[src/rtl/core/pwbd_pkg.sv]
// Package for the pulse-width byte deframer: item, result and state types,
// class and frame event codes, queue sizing. No dependencies.
package pwbd_pkg;

  localparam int unsigned QDEPTH = 2;
  localparam int unsigned QPTR_W = 1;

  localparam logic [23:0] SYNC_THR_RST  = 24'd6000;
  localparam logic [23:0] NOISE_THR_RST = 24'd250;
  localparam logic [23:0] BIT_THR_RST   = 24'd750;
  localparam logic [7:0]  START_CH_RST  = 8'd2;
  localparam logic [7:0]  END_CH_RST    = 8'd3;

  typedef enum logic [2:0] {
    REG_SYNC_THR  = 3'd0,
    REG_NOISE_THR = 3'd1,
    REG_BIT_THR   = 3'd2,
    REG_START_CH  = 3'd3,
    REG_END_CH    = 3'd4
  } reg_idx_e;

  typedef enum logic [2:0] {
    CLS_IGNORED = 3'd0,
    CLS_SYNC    = 3'd1,
    CLS_NOISE   = 3'd2,
    CLS_BIT0    = 3'd3,
    CLS_BIT1    = 3'd4
  } pulse_cls_e;

  typedef enum logic [2:0] {
    EV_NONE   = 3'd0,
    EV_START  = 3'd1,
    EV_STORED = 3'd2,
    EV_END    = 3'd3,
    EV_FULL   = 3'd4,
    EV_OVF    = 3'd5
  } frame_ev_e;

  typedef enum logic [2:0] {
    FS_WAIT    = 3'b001,
    FS_COLLECT = 3'b010,
    FS_DONE    = 3'b100
  } frame_st_e;

  // Classified item passed from front to back
  typedef struct packed {
    logic       start;
    pulse_cls_e cls;
  } item_t;

  typedef struct packed {
    logic       active;
    pulse_cls_e pulse_class;
    logic       byte_done;
    logic [7:0] data_byte;
    frame_ev_e  frame_event;
    logic [5:0] char_count;
  } res_t;

  typedef struct packed {
    logic [7:0] start_char;
    logic [7:0] end_char;
  } framer_cfg_t;

endpackage

[src/rtl/core/pulse_width_byte_deframer.sv]
// Top level of the pulse-width byte deframer: configuration registers,
// front, queue and back. Depends on pwbd_pkg, pwbd_front, pwbd_fifo, pwbd_back.
//
// Use: each input item is a start command (operation 1) or a falling edge
// (operation 0) with a 32-bit microsecond timestamp. Every item gives one
// result: receiver state, pulse class, completed byte and framer event.
// Configuration: cfg_index_i selects sync, noise and bit thresholds, start
// and end characters; cfg_ready_o is always high, writes beyond the list are
// dropped. Write only while no item is in flight.
// Path: an accepted item is registered in the queue, then its result in the
// output register. Throughput: one item per cycle while the receiver takes
// results; front classifier and back bit/framer step are combinational.
// A two-item queue and the output register decouple the two sides.
// Reset: registers return to their defaults (6000, 250, 750, 2, 3), the
// receiver is stopped and the framer waits for a start character.
// Receiver stall: the result holds in the output register, the queue fills,
// and in_ready_o drops once two further items are waiting.
module pulse_width_byte_deframer #(
  parameter int unsigned BUFFER_SIZE = 64
) (
  input  logic        clk_i,
  input  logic        rst_ni,
  input  logic        in_valid_i,
  output logic        in_ready_o,
  input  logic        operation_i,
  input  logic [31:0] edge_time_i,
  output logic        out_valid_o,
  input  logic        out_ready_i,
  output logic        active_o,
  output logic [2:0]  pulse_class_o,
  output logic        byte_done_o,
  output logic [7:0]  data_byte_o,
  output logic [2:0]  frame_event_o,
  output logic [5:0]  char_count_o,
  input  logic        cfg_valid_i,
  output logic        cfg_ready_o,
  input  logic [2:0]  cfg_index_i,
  input  logic [23:0] cfg_data_i
);

  logic [23:0]           sync_thr_q, noise_thr_q, bit_thr_q;
  pwbd_pkg::framer_cfg_t fcfg_q;
  logic                  push, pop, q_full, q_empty;
  pwbd_pkg::item_t       f_item, q_item;
  pwbd_pkg::res_t        res;

  assign cfg_ready_o = 1'b1;

  always_ff @(posedge clk_i or negedge rst_ni) begin
    if (!rst_ni) begin
      sync_thr_q        <= pwbd_pkg::SYNC_THR_RST;
      noise_thr_q       <= pwbd_pkg::NOISE_THR_RST;
      bit_thr_q         <= pwbd_pkg::BIT_THR_RST;
      fcfg_q.start_char <= pwbd_pkg::START_CH_RST;
      fcfg_q.end_char   <= pwbd_pkg::END_CH_RST;
    end else if (cfg_valid_i) begin
      case (cfg_index_i)
        pwbd_pkg::REG_SYNC_THR:  sync_thr_q        <= cfg_data_i;
        pwbd_pkg::REG_NOISE_THR: noise_thr_q       <= cfg_data_i;
        pwbd_pkg::REG_BIT_THR:   bit_thr_q         <= cfg_data_i;
        pwbd_pkg::REG_START_CH:  fcfg_q.start_char <= cfg_data_i[7:0];
        pwbd_pkg::REG_END_CH:    fcfg_q.end_char   <= cfg_data_i[7:0];
        default: begin
        end
      endcase
    end
  end

  pwbd_front u_front (
    .clk_i       (clk_i),
    .rst_ni      (rst_ni),
    .in_valid_i  (in_valid_i),
    .in_ready_o  (in_ready_o),
    .operation_i (operation_i),
    .edge_time_i (edge_time_i),
    .sync_thr_i  (sync_thr_q),
    .noise_thr_i (noise_thr_q),
    .bit_thr_i   (bit_thr_q),
    .q_full_i    (q_full),
    .push_o      (push),
    .item_o      (f_item)
  );

  pwbd_fifo u_fifo (
    .clk_i   (clk_i),
    .rst_ni  (rst_ni),
    .push_i  (push),
    .item_i  (f_item),
    .pop_i   (pop),
    .item_o  (q_item),
    .full_o  (q_full),
    .empty_o (q_empty)
  );

  pwbd_back #(
    .BUFFER_SIZE (BUFFER_SIZE)
  ) u_back (
    .clk_i       (clk_i),
    .rst_ni      (rst_ni),
    .cfg_i       (fcfg_q),
    .q_empty_i   (q_empty),
    .item_i      (q_item),
    .pop_o       (pop),
    .out_valid_o (out_valid_o),
    .out_ready_i (out_ready_i),
    .res_o       (res)
  );

  assign active_o      = res.active;
  assign pulse_class_o = res.pulse_class;
  assign byte_done_o   = res.byte_done;
  assign data_byte_o   = res.data_byte;
  assign frame_event_o = res.frame_event;
  assign char_count_o  = res.char_count;

  a_queue_flags: assert property (@(posedge clk_i) disable iff (!rst_ni)
    !(q_full && q_empty))
    else $error("queue full and empty together");

  a_byte_zero: assert property (@(posedge clk_i) disable iff (!rst_ni)
    (out_valid_o && !byte_done_o) |-> (data_byte_o == 8'd0))
    else $error("data byte set without a completed byte");

  a_event_byte: assert property (@(posedge clk_i) disable iff (!rst_ni)
    (out_valid_o && frame_event_o != pwbd_pkg::EV_NONE) |-> byte_done_o)
    else $error("frame event without a completed byte");

  a_stop_event: assert property (@(posedge clk_i) disable iff (!rst_ni)
    (out_valid_o && (frame_event_o == pwbd_pkg::EV_END ||
                     frame_event_o == pwbd_pkg::EV_FULL ||
                     frame_event_o == pwbd_pkg::EV_OVF)) |-> !active_o)
    else $error("receiver still active after message end");

endmodule

[src/rtl/core/pwbd_front.sv]
// Front end: takes input items, measures the interval since the previous
// item and classifies it. Depends on pwbd_pkg.
module pwbd_front (
  input  logic                clk_i,
  input  logic                rst_ni,
  input  logic                in_valid_i,
  output logic                in_ready_o,
  input  logic                operation_i,
  input  logic [31:0]         edge_time_i,
  input  logic [23:0]         sync_thr_i,
  input  logic [23:0]         noise_thr_i,
  input  logic [23:0]         bit_thr_i,
  input  logic                q_full_i,
  output logic                push_o,
  output pwbd_pkg::item_t     item_o
);

  logic [31:0] last_q, last_d;
  logic [31:0] dur;

  // Timestamp tracked on every item: it only matters after a start, which reloads it
  assign dur        = edge_time_i - last_q;
  assign in_ready_o = !q_full_i;
  assign push_o     = in_valid_i && !q_full_i;
  assign last_d     = push_o ? edge_time_i : last_q;

  always_comb begin
    item_o.start = operation_i;
    if (dur >= {8'd0, sync_thr_i}) begin
      item_o.cls = pwbd_pkg::CLS_SYNC;
    end else if (dur < {8'd0, noise_thr_i}) begin
      item_o.cls = pwbd_pkg::CLS_NOISE;
    end else if (dur < {8'd0, bit_thr_i}) begin
      item_o.cls = pwbd_pkg::CLS_BIT0;
    end else begin
      item_o.cls = pwbd_pkg::CLS_BIT1;
    end
  end

  always_ff @(posedge clk_i or negedge rst_ni) begin
    if (!rst_ni) begin
      last_q <= 32'd0;
    end else begin
      last_q <= last_d;
    end
  end

endmodule

[src/rtl/core/pwbd_fifo.sv]
// Short queue of classified items between front and back.
// Depends on pwbd_pkg.
module pwbd_fifo (
  input  logic            clk_i,
  input  logic            rst_ni,
  input  logic            push_i,
  input  pwbd_pkg::item_t item_i,
  input  logic            pop_i,
  output pwbd_pkg::item_t item_o,
  output logic            full_o,
  output logic            empty_o
);

  pwbd_pkg::item_t                  mem_q [pwbd_pkg::QDEPTH];
  logic [pwbd_pkg::QPTR_W-1:0]      wr_q, wr_d, rd_q, rd_d;
  logic [pwbd_pkg::QPTR_W:0]        cnt_q, cnt_d;

  assign full_o  = (cnt_q == (pwbd_pkg::QPTR_W+1)'(pwbd_pkg::QDEPTH));
  assign empty_o = (cnt_q == '0);
  assign item_o  = mem_q[rd_q];

  always_comb begin
    wr_d  = push_i ? wr_q + 1'b1 : wr_q;
    rd_d  = pop_i  ? rd_q + 1'b1 : rd_q;
    cnt_d = cnt_q;
    if (push_i && !pop_i) begin
      cnt_d = cnt_q + 1'b1;
    end else if (pop_i && !push_i) begin
      cnt_d = cnt_q - 1'b1;
    end
  end

  always_ff @(posedge clk_i or negedge rst_ni) begin
    if (!rst_ni) begin
      wr_q  <= '0;
      rd_q  <= '0;
      cnt_q <= '0;
    end else begin
      wr_q  <= wr_d;
      rd_q  <= rd_d;
      cnt_q <= cnt_d;
    end
  end

  always_ff @(posedge clk_i) begin
    if (push_i) begin
      mem_q[wr_q] <= item_i;
    end
  end

endmodule

[src/rtl/core/pwbd_back.sv]
// Back end: bit assembly, framer and output register.
// Depends on pwbd_pkg.
module pwbd_back #(
  parameter int unsigned BUFFER_SIZE = 64
) (
  input  logic                  clk_i,
  input  logic                  rst_ni,
  input  pwbd_pkg::framer_cfg_t cfg_i,
  input  logic                  q_empty_i,
  input  pwbd_pkg::item_t       item_i,
  output logic                  pop_o,
  output logic                  out_valid_o,
  input  logic                  out_ready_i,
  output pwbd_pkg::res_t        res_o
);

  localparam int unsigned CNT_W = $clog2(BUFFER_SIZE);
  localparam logic [CNT_W-1:0] LIMIT = CNT_W'(BUFFER_SIZE - 2);

  logic                  run_q, run_d;
  logic [2:0]            bc_q, bc_d;
  logic [7:0]            sh_q, sh_d;
  pwbd_pkg::frame_st_e   fs_q, fs_d;
  logic [CNT_W-1:0]      cnt_q, cnt_d, cnt_inc;
  logic                  ov_q, ov_d;
  pwbd_pkg::res_t        res_q, res_d;
  logic [7:0]            sh_n;
  logic                  bit_v;
  logic [CNT_W+5:0]      cnt_ext;

  assign pop_o       = !q_empty_i && (!ov_q || out_ready_i);
  assign out_valid_o = ov_q;
  assign res_o       = res_q;
  assign bit_v       = (item_i.cls == pwbd_pkg::CLS_BIT1);
  assign sh_n        = {sh_q[6:0], bit_v};
  assign cnt_inc     = cnt_q + 1'b1;

  always_comb begin
    run_d = run_q;
    bc_d  = bc_q;
    sh_d  = sh_q;
    fs_d  = fs_q;
    cnt_d = cnt_q;
    res_d = res_q;
    res_d.pulse_class = pwbd_pkg::CLS_IGNORED;
    res_d.byte_done   = 1'b0;
    res_d.data_byte   = 8'd0;
    res_d.frame_event = pwbd_pkg::EV_NONE;
    if (item_i.start) begin
      run_d = 1'b1;
      bc_d  = 3'd0;
      sh_d  = 8'd0;
      fs_d  = pwbd_pkg::FS_WAIT;
      cnt_d = '0;
    end else if (run_q) begin
      res_d.pulse_class = item_i.cls;
      if (item_i.cls inside {pwbd_pkg::CLS_SYNC, pwbd_pkg::CLS_NOISE}) begin
        bc_d = 3'd0;
        sh_d = 8'd0;
      end else if (bc_q != 3'd7) begin
        bc_d = bc_q + 1'b1;
        sh_d = sh_n;
      end else begin
        bc_d = 3'd0;
        sh_d = 8'd0;
        res_d.byte_done = 1'b1;
        res_d.data_byte = sh_n;
        case (fs_q)
          pwbd_pkg::FS_WAIT: begin
            cnt_d = '0;
            if (sh_n == cfg_i.start_char) begin
              fs_d = pwbd_pkg::FS_COLLECT;
              res_d.frame_event = pwbd_pkg::EV_START;
            end
          end
          pwbd_pkg::FS_COLLECT: begin
            if (sh_n == cfg_i.end_char) begin
              run_d = 1'b0;
              fs_d  = pwbd_pkg::FS_DONE;
              res_d.frame_event = pwbd_pkg::EV_END;
            end else if (cnt_q >= LIMIT) begin
              run_d = 1'b0;
              fs_d  = pwbd_pkg::FS_DONE;
              res_d.frame_event = pwbd_pkg::EV_OVF;
            end else begin
              cnt_d = cnt_inc;
              if (cnt_inc < LIMIT) begin
                res_d.frame_event = pwbd_pkg::EV_STORED;
              end else begin
                run_d = 1'b0;
                fs_d  = pwbd_pkg::FS_DONE;
                res_d.frame_event = pwbd_pkg::EV_FULL;
              end
            end
          end
          default: begin
          end
        endcase
      end
    end
    cnt_ext = {6'd0, cnt_d};
    res_d.active     = run_d;
    res_d.char_count = cnt_ext[5:0];
  end

  always_comb begin
    ov_d = ov_q;
    if (pop_o) begin
      ov_d = 1'b1;
    end else if (out_ready_i) begin
      ov_d = 1'b0;
    end
  end

  always_ff @(posedge clk_i or negedge rst_ni) begin
    if (!rst_ni) begin
      run_q <= 1'b0;
      bc_q  <= 3'd0;
      sh_q  <= 8'd0;
      fs_q  <= pwbd_pkg::FS_WAIT;
      cnt_q <= '0;
      ov_q  <= 1'b0;
    end else begin
      ov_q <= ov_d;
      if (pop_o) begin
        run_q <= run_d;
        bc_q  <= bc_d;
        sh_q  <= sh_d;
        fs_q  <= fs_d;
        cnt_q <= cnt_d;
      end
    end
  end

  always_ff @(posedge clk_i) begin
    if (pop_o) begin
      res_q <= res_d;
    end
  end

endmodule

[config.mk]
export PLATFORM = sky130hd
export DESIGN_NAME = pulse_width_byte_deframer
export DESIGN_NICKNAME = d
export VERILOG_FILES = /design/src/rtl/core/pwbd_pkg.sv /design/src/rtl/core/pulse_width_byte_deframer.sv /design/src/rtl/core/pwbd_front.sv /design/src/rtl/core/pwbd_fifo.sv /design/src/rtl/core/pwbd_back.sv
export SDC_FILE = /design/constraint.sdc
export NUM_CORES = 1
export LEC_CHECK = 0
export ABC_AREA = 1
export ABC_CLOCK_PERIOD_IN_PS = 4000
export BUFFER_PORTS_ARGS = -buffer_cell sky130_fd_sc_hd__buf_2
export CAP_MARGIN = 20
export CORE_MARGIN = 2
export CORE_UTILIZATION = 34
export DETAILED_ROUTE_END_ITERATION = 12
export SYNTH_ARGS = -nofsm -noshare
export SYNTH_HDL_FRONTEND = slang
export SYNTH_SLANG_ARGS = --single-unit
export TNS_END_PERCENT = 100
[constraint.sdc]
create_clock -name clk_i -period 4 [get_ports clk_i]
set_clock_uncertainty 0.2 [all_clocks]
set_input_delay 0.6 -clock clk_i [delete_from_list [all_inputs] [get_ports clk_i]]
set_output_delay 0.6 -clock clk_i [all_outputs]
set_load 0.01 [all_outputs]
==> Word level (Yosys, flattened, before mapping) <==
Memories as Yosys holds them, arrays and structs flattened.
Index checks and enable logic that the tools add are counted.
{ "op_classes": {"n_addsub": 7, "n_lt_le_gt_ge": 5, "eq_ne": 17, "mux": 47, "bitwise": 1, "reduce_logical": 27} }
{ "ops": {"columns": ["op", "n"], "rows": [
  ["< comparator 32 x 24 -> 1 bit", 2],
  ["two-way mux 3 bit", 18],
  ["two-way mux 6 bit", 6],
  ["greater-or-equal comparator 32 x 24 -> 1 bit", 1],
  ["subtractor 32 bit", 1],
  ["two-way mux 7 bit", 4],
  ["equality test 8 bit", 2],
  ["two-way mux 1 bit", 13],
  ["equality test 3 x 2 -> 1 bit (second input constant)", 4],
  ["two-way mux 12 bit", 1],
  ["one-hot mux 3 bit (2 select lines)", 2],
  ["one-hot mux 6 bit (2 select lines)", 1],
  ["AND reduction 2 bit", 6],
  ["equality test 3 x 1 -> 1 bit (second input constant)", 3],
  ["nonzero test 2 bit", 4],
  ["AND reduction 7 bit", 1],
  ["adder 6 x 1 -> 6 bit (second input constant)", 1],
  ["equality test 3 bit (second input constant)", 2],
  ["greater-or-equal comparator 6 bit (second input constant)", 1],
  ["< comparator 6 bit (second input constant)", 1],
  ["logical NOT 1 bit", 5],
  ["inequality test 5 x 3 -> 1 bit (second input constant)", 1],
  ["logical AND 1 bit", 4],
  ["two-way mux 2 bit", 2],
  ["other kinds (16)", 18]
]} }
{ "totals": {"ff_bits": 167, "ram_bits": 8, "output_inout_bits": 25, "memories": 1} }
{ "mem_list": {"columns": ["name", "depth", "width", "rd", "rd_clocked_by_memory_dff", "wr", "line_no", "rtl"], "rows": [
  ["u_fifo.mem_q", 2, 4, 1, 0, 1, "pwbd_fifo.sv:14", "pwbd_pkg::item_t mem_q [pwbd_pkg::QDEPTH];"]
]} }

==> Depth between registers and ports, before layout <==
{ "depth": {"ltp_word": 10, "mapped_depth": 23} }

==> Cells and area by module <==
Synthesis repeated with hierarchy kept, for this count alone.
{ "unflattened": {"cells_unflattened": 1557, "area_unflattened_um2": 11783.8} }
{ "by_module_without_submodules": {"columns": ["module", "instances", "cells_per_inst", "area_each_um2", "seq_area_each_um2"], "rows": [
  ["pwbd_front", 1, 869, 5343.9, 800.8],
  ["pulse_width_byte_deframer", 1, 394, 3582.2, 2230.9],
  ["pwbd_back", 1, 257, 2366.0, 1187.4],
  ["pwbd_fifo", 1, 37, 491.7, 340.3]
]} }

==> Worst setup path after synthesis <==
Ideal clock, no wire load.
{ "synth_path": {"path_type": "input port to flip-flop", "startpoint": "input edge_time_i[0]", "endpoint": "memory u_fifo.mem_q[0][0] in the netlist's numbering, data pin", "t_arrival_ns": 2.979, "t_required_ns": 3.544, "slack_ns": 0.565, "cell_stages": 20, "n_path_buf": 0, "cell_sequence": "inv_1 > ha_1 > inv_1 > fa_1 > nand2_1 > nand2_1 > nand3b_1 > nand2_1 > nand2_1 > nand2_1 > a31oi_1 > xnor2_1 > ha_1 > nand2_1 > nor2_1 > a211oi_1 > o221a_2 > nand4_1 > inv_1 > nand2_1"} }
{ "synth_rtl": {"columns": ["element", "line_no", "rtl"], "rows": [
  ["start, declared", "pulse_width_byte_deframer.sv:26", "input logic [31:0] edge_time_i,"],
  ["end, declared", "pwbd_fifo.sv:14", null]
]} }

==> impl_results.rst <==
.. list-table::
   :header-rows: 1

   * - Metric
     - Value
   * - Die height
     - 185.1 microns
   * - Synthesized net count
     - 1630
   * - Min-delay worst type
     - in2async
   * - Syn Std Cell Area
     - 11150 sq um
   * - Die Outline Area
     - 34250 sq um
   * - Number of synthesized register bits
     - 175
   * - Number of antenna violations at the first check in global routing
     - 1
   * - Post-route clock period utilization
     - 0.8784
   * - Fraction of final layout cells with drive strength greater than 1
     - 0.1166
   * - Worst setup timing slack at the placement stage
     - 0.04313 ns
   * - Std-Cell Core Area
     - 32370 sq um
   * - CTS clk-pin slew, worst paths
     - 0.07 ns
   * - First-pass GRT wire length
     - 43790 microns
   * - First element of the critical path
     - u_front.last_q[0]
   * - Max-cap violations
     - 0
   * - Startpoint type of the worst setup path
     - flip-flop
   * - Max stage delay cell, worst path
     - sky130_fd_sc_hd__fa_1
   * - Critical R2R Launch
     - u_front.last_q[0]
   * - Count of hold-fix buffers inserted at cts
     - 0
   * - Maximum fanout count along the critical path
     - 3
   * - Row count
     - 66
   * - Sink count of the clock tree
     - 175
   * - Area Growth Syn to Fin
     - 14.55%
   * - DRC violations left
     - 0
   * - Per-cell routed wire length
     - 13.01 microns
   * - Syn_area_per_cell
     - 7.646 sq um
   * - Post-CTS setup-driven buffer insertion count
     - 0
   * - Minimum clock period after layout
     - 3.513 ns
   * - Layout Nets
     - 1728
   * - Critical path, cell by cell
     - ha_1 -> inv_1 -> fa_1 -> nand2_1 -> nand2_1 -> nand3b_1 -> nand2_1 -> nand2_1 -> nand2_1 -> a31oi_1 -> xnor2_1 -> ha_1 -> nand2_1 -> nor2_1 -> a211oi_1 -> o221a_2 -> nand4_1 -> inv_1 -> nand2_1
   * - Pin count of the biggest net entering global routing
     - 83
   * - Post-synthesis sequential area ratio
     - 0.4090
   * - Post-CTS sizing
     - 0
   * - Clk Tree Root Cell
     - sky130_fd_sc_hd__clkbuf_16
   * - Clock Latency Late Sink
     - 0.44 ns
   * - Critical setup path kind
     - reg2reg
   * - Most frequent cells in the layout
     - sky130_fd_sc_hd__nand2_1 (424), sky130_fd_sc_hd__inv_1 (264), sky130_fd_sc_hd__o21ai_0 (138)
   * - Flop2flop setup slack
     - 0.49 ns
   * - Maximum clock rate
     - 0.2846 GHz
   * - Critical path arrival
     - 3.51 ns
   * - Outcome
     - finished clean
   * - Cell type group with the largest total delay on the critical path
     - simple AND/OR/NAND/NOR gates
   * - PnR worst setup slack
     - 0.4865 ns
   * - Number of design-rule violations left by the first detailed-router iteration
     - 462
   * - Hold Violations, Final
     - 0
   * - Port Buffer Count
     - 88
   * - Aggregate negative setup slack
     - 0 ns
   * - Gpl congestion
     - 0.9055
   * - Antenna viol nets, final
     - 0
   * - Placed instance count
     - 1979
   * - Slew at the pin with the worst max-slew slack
     - 0.8043 ns
   * - Number of distinct library cell variants in the gate-level netlist after synthesis
     - 50
   * - Number of cells produced by synthesis
     - 1458
   * - CP endpoint kind
     - flip-flop
   * - Number of vias after detailed routing
     - 9209
   * - Half-perimeter wire length after placement
     - 20470 microns
   * - Unrepaired setup endpoints after global routing
     - no
   * - H-tree depth
     - 4
   * - Required arrival time at the worst endpoint
     - 3.99 ns
   * - IR drop worst, VDD
     - 0.3670 mV
   * - Final setup vio count
     - 0
   * - Number of clock buffers inserted by TritonCTS
     - 17
   * - Most common library cell in the layout ignoring fill and taps
     - sky130_fd_sc_hd__nand2_1
   * - Clock tree from TritonCTS
     - done
   * - Top cell by count, worst path
     - sky130_fd_sc_hd__nand2_1
   * - Grt ovf
     - 0
   * - Buffer levels on the longest clock path
     - 2
   * - Number of warnings printed during yosys synthesis
     - 0
   * - Largest incremental delay on the critical path
     - 0.40 ns
   * - Post-Layout Cell Count
     - 2012
   * - Crit Reg-Reg Endpoint
     - u_fifo.mem_q[0][0]
   * - Die W
     - 185.1 microns
   * - Max Slew Vio Count
     - 0
   * - Depth of the worst register-to-register path
     - 19
   * - Drt via density
     - 4.577
   * - Initial Util
     - 0.3444
   * - Worst path bufs/invs
     - 2
   * - P_leak
     - 6.636 nW
   * - Max-slew headroom
     - 0.4638
   * - Number of ports placed on the die boundary
     - 90
   * - Via count of the first global-routing pass
     - 8866
   * - Aggregate routed wire length
     - 26170 microns
   * - Power per standard cell area
     - 745.5 nW/um^2
   * - Overall track demand over capacity in global routing
     - 0.1624
   * - Number of detailed-routing iterations run before antenna repair
     - 5
report_power, final:
part | internal [mW] | leakage, nW | switching [mW] | total (mW)
clock network | 0.933 | 0.293 | 0.758 | 1.69
registers | 2.36 | 2.06 | 0.205 | 2.57
logic | 2.01 | 4.28 | 3.25 | 5.26
logic make-up (layout without fill, tap and decap cells):
logic type / count (synthesis) / count (layout) / share of synthesized area
compound gates: 237 / 237 / 0.1149
xor+xnor: 45 / 45 / 0.03603
fa+ha+maj: 107 / 107 / 0.1208
buf+inv: 294 / 405 / 0.09944
flops: 175 / 175 / 0.4090
mux: 2 / 2 / 0.001796
other cells: 1 / 2 / 0.0003364
simple gates: 597 / 597 / 0.2177
area by class of cell:
class	instances	area (sq um)
sequential	175	4559
antenna	1	2.502
timing repair buffer	105	586.8
fill	3399	19600
inverter	268	1006
clock buffer	18	429.2
multi-input combinational	989	5480
clock inverter	14	152.6
tap	442	553.0
registers in the layout, summed over array words and instances, names as in the netlist, 3 cells and up:
name / cells
bit_thr_q: 24
fcfg_q: 16
noise_thr_q: 24
sync_thr_q: 24
u_back.bc_q: 3
u_back.cnt_q: 6
u_back.fs_q: 3
u_back.res_o: 22
u_back.sh_q: 7
u_fifo.mem_q: 8
u_front.last_q: 32
stage by stage:
stage,total power [mW],area (sq um),util,hold slack [ns]
after floorplan,6.353,11150,-,0.1044
after global placement,7.765,12190,0.3764,0.2572
after detailed placement,7.876,12190,0.3764,0.2632
after CTS,9.625,12770,0.3944,0.04163
after global routing,10.57,12770,0.3944,0.07245
final,9.520,12770,0.3945,0.01227
worst max path at each step:
stage | endpoint | slack (ns) | cells past startpoint
floorplan | u_fifo.mem_q[0][0] | 0.56 | 20
global placement | u_fifo.mem_q[1][2] | 0.15 | 20
detailed placement | u_fifo.mem_q[0][0] | 0.04 | 21
CTS | u_fifo.mem_q[0][0] | 0.50 | 19
global route | u_fifo.mem_q[0][1] | 0.15 | 20
finish | u_fifo.mem_q[0][0] | 0.49 | 19
layer usage:
| layer | part of all wire | up-vias | global-route usage |
|---|---|---|---|
| li1 | - | 4817 | - |
| met1 | 0.47 | 4206 | 0.2068 |
| met2 | 0.48 | 159 | 0.2790 |
| met3 | 0.037 | 27 | 0.02890 |
| met4 | 0.017 | 0 | 0.05175 |
| met5 | 0 | - | 0 |
synth_stat cells (all sizes together):
cell type  number  area (sq um)
a211oi          1         7.510
a21boi          1         11.26
a21o            2         15.01
a21oi          63         322.8
a31o            1         8.760
a31oi           7         43.79
and2            3         18.77
buf             4         20.02
clkbuf         22         82.58
clkinv          1         3.750
conb            1         3.750
dfrtp         121          3028
dfstp          24         630.6
edfxtp         30         900.9
fa              1         20.02
ha            106          1326
inv           267          1002
mux2i           2         20.02
nand2         430          1639
nand3          40         205.2
nand3b          4         30.03
nand4          15         93.84
nor2           87         336.6
nor3           11         60.06
nor4            3         18.77
o2111ai         1         8.760
o211ai          3         22.52
o21a            5         37.54
o21ai         142         710.7
o21bai          1         7.510
o221a           2         22.52
o221ai          1         8.760
o22ai           6         37.54
o32ai           1         16.27
or2             4         25.02
xnor2          14         130.1
xor2           31         271.5
Note: power is estimated with default switching activity, not from simulation.
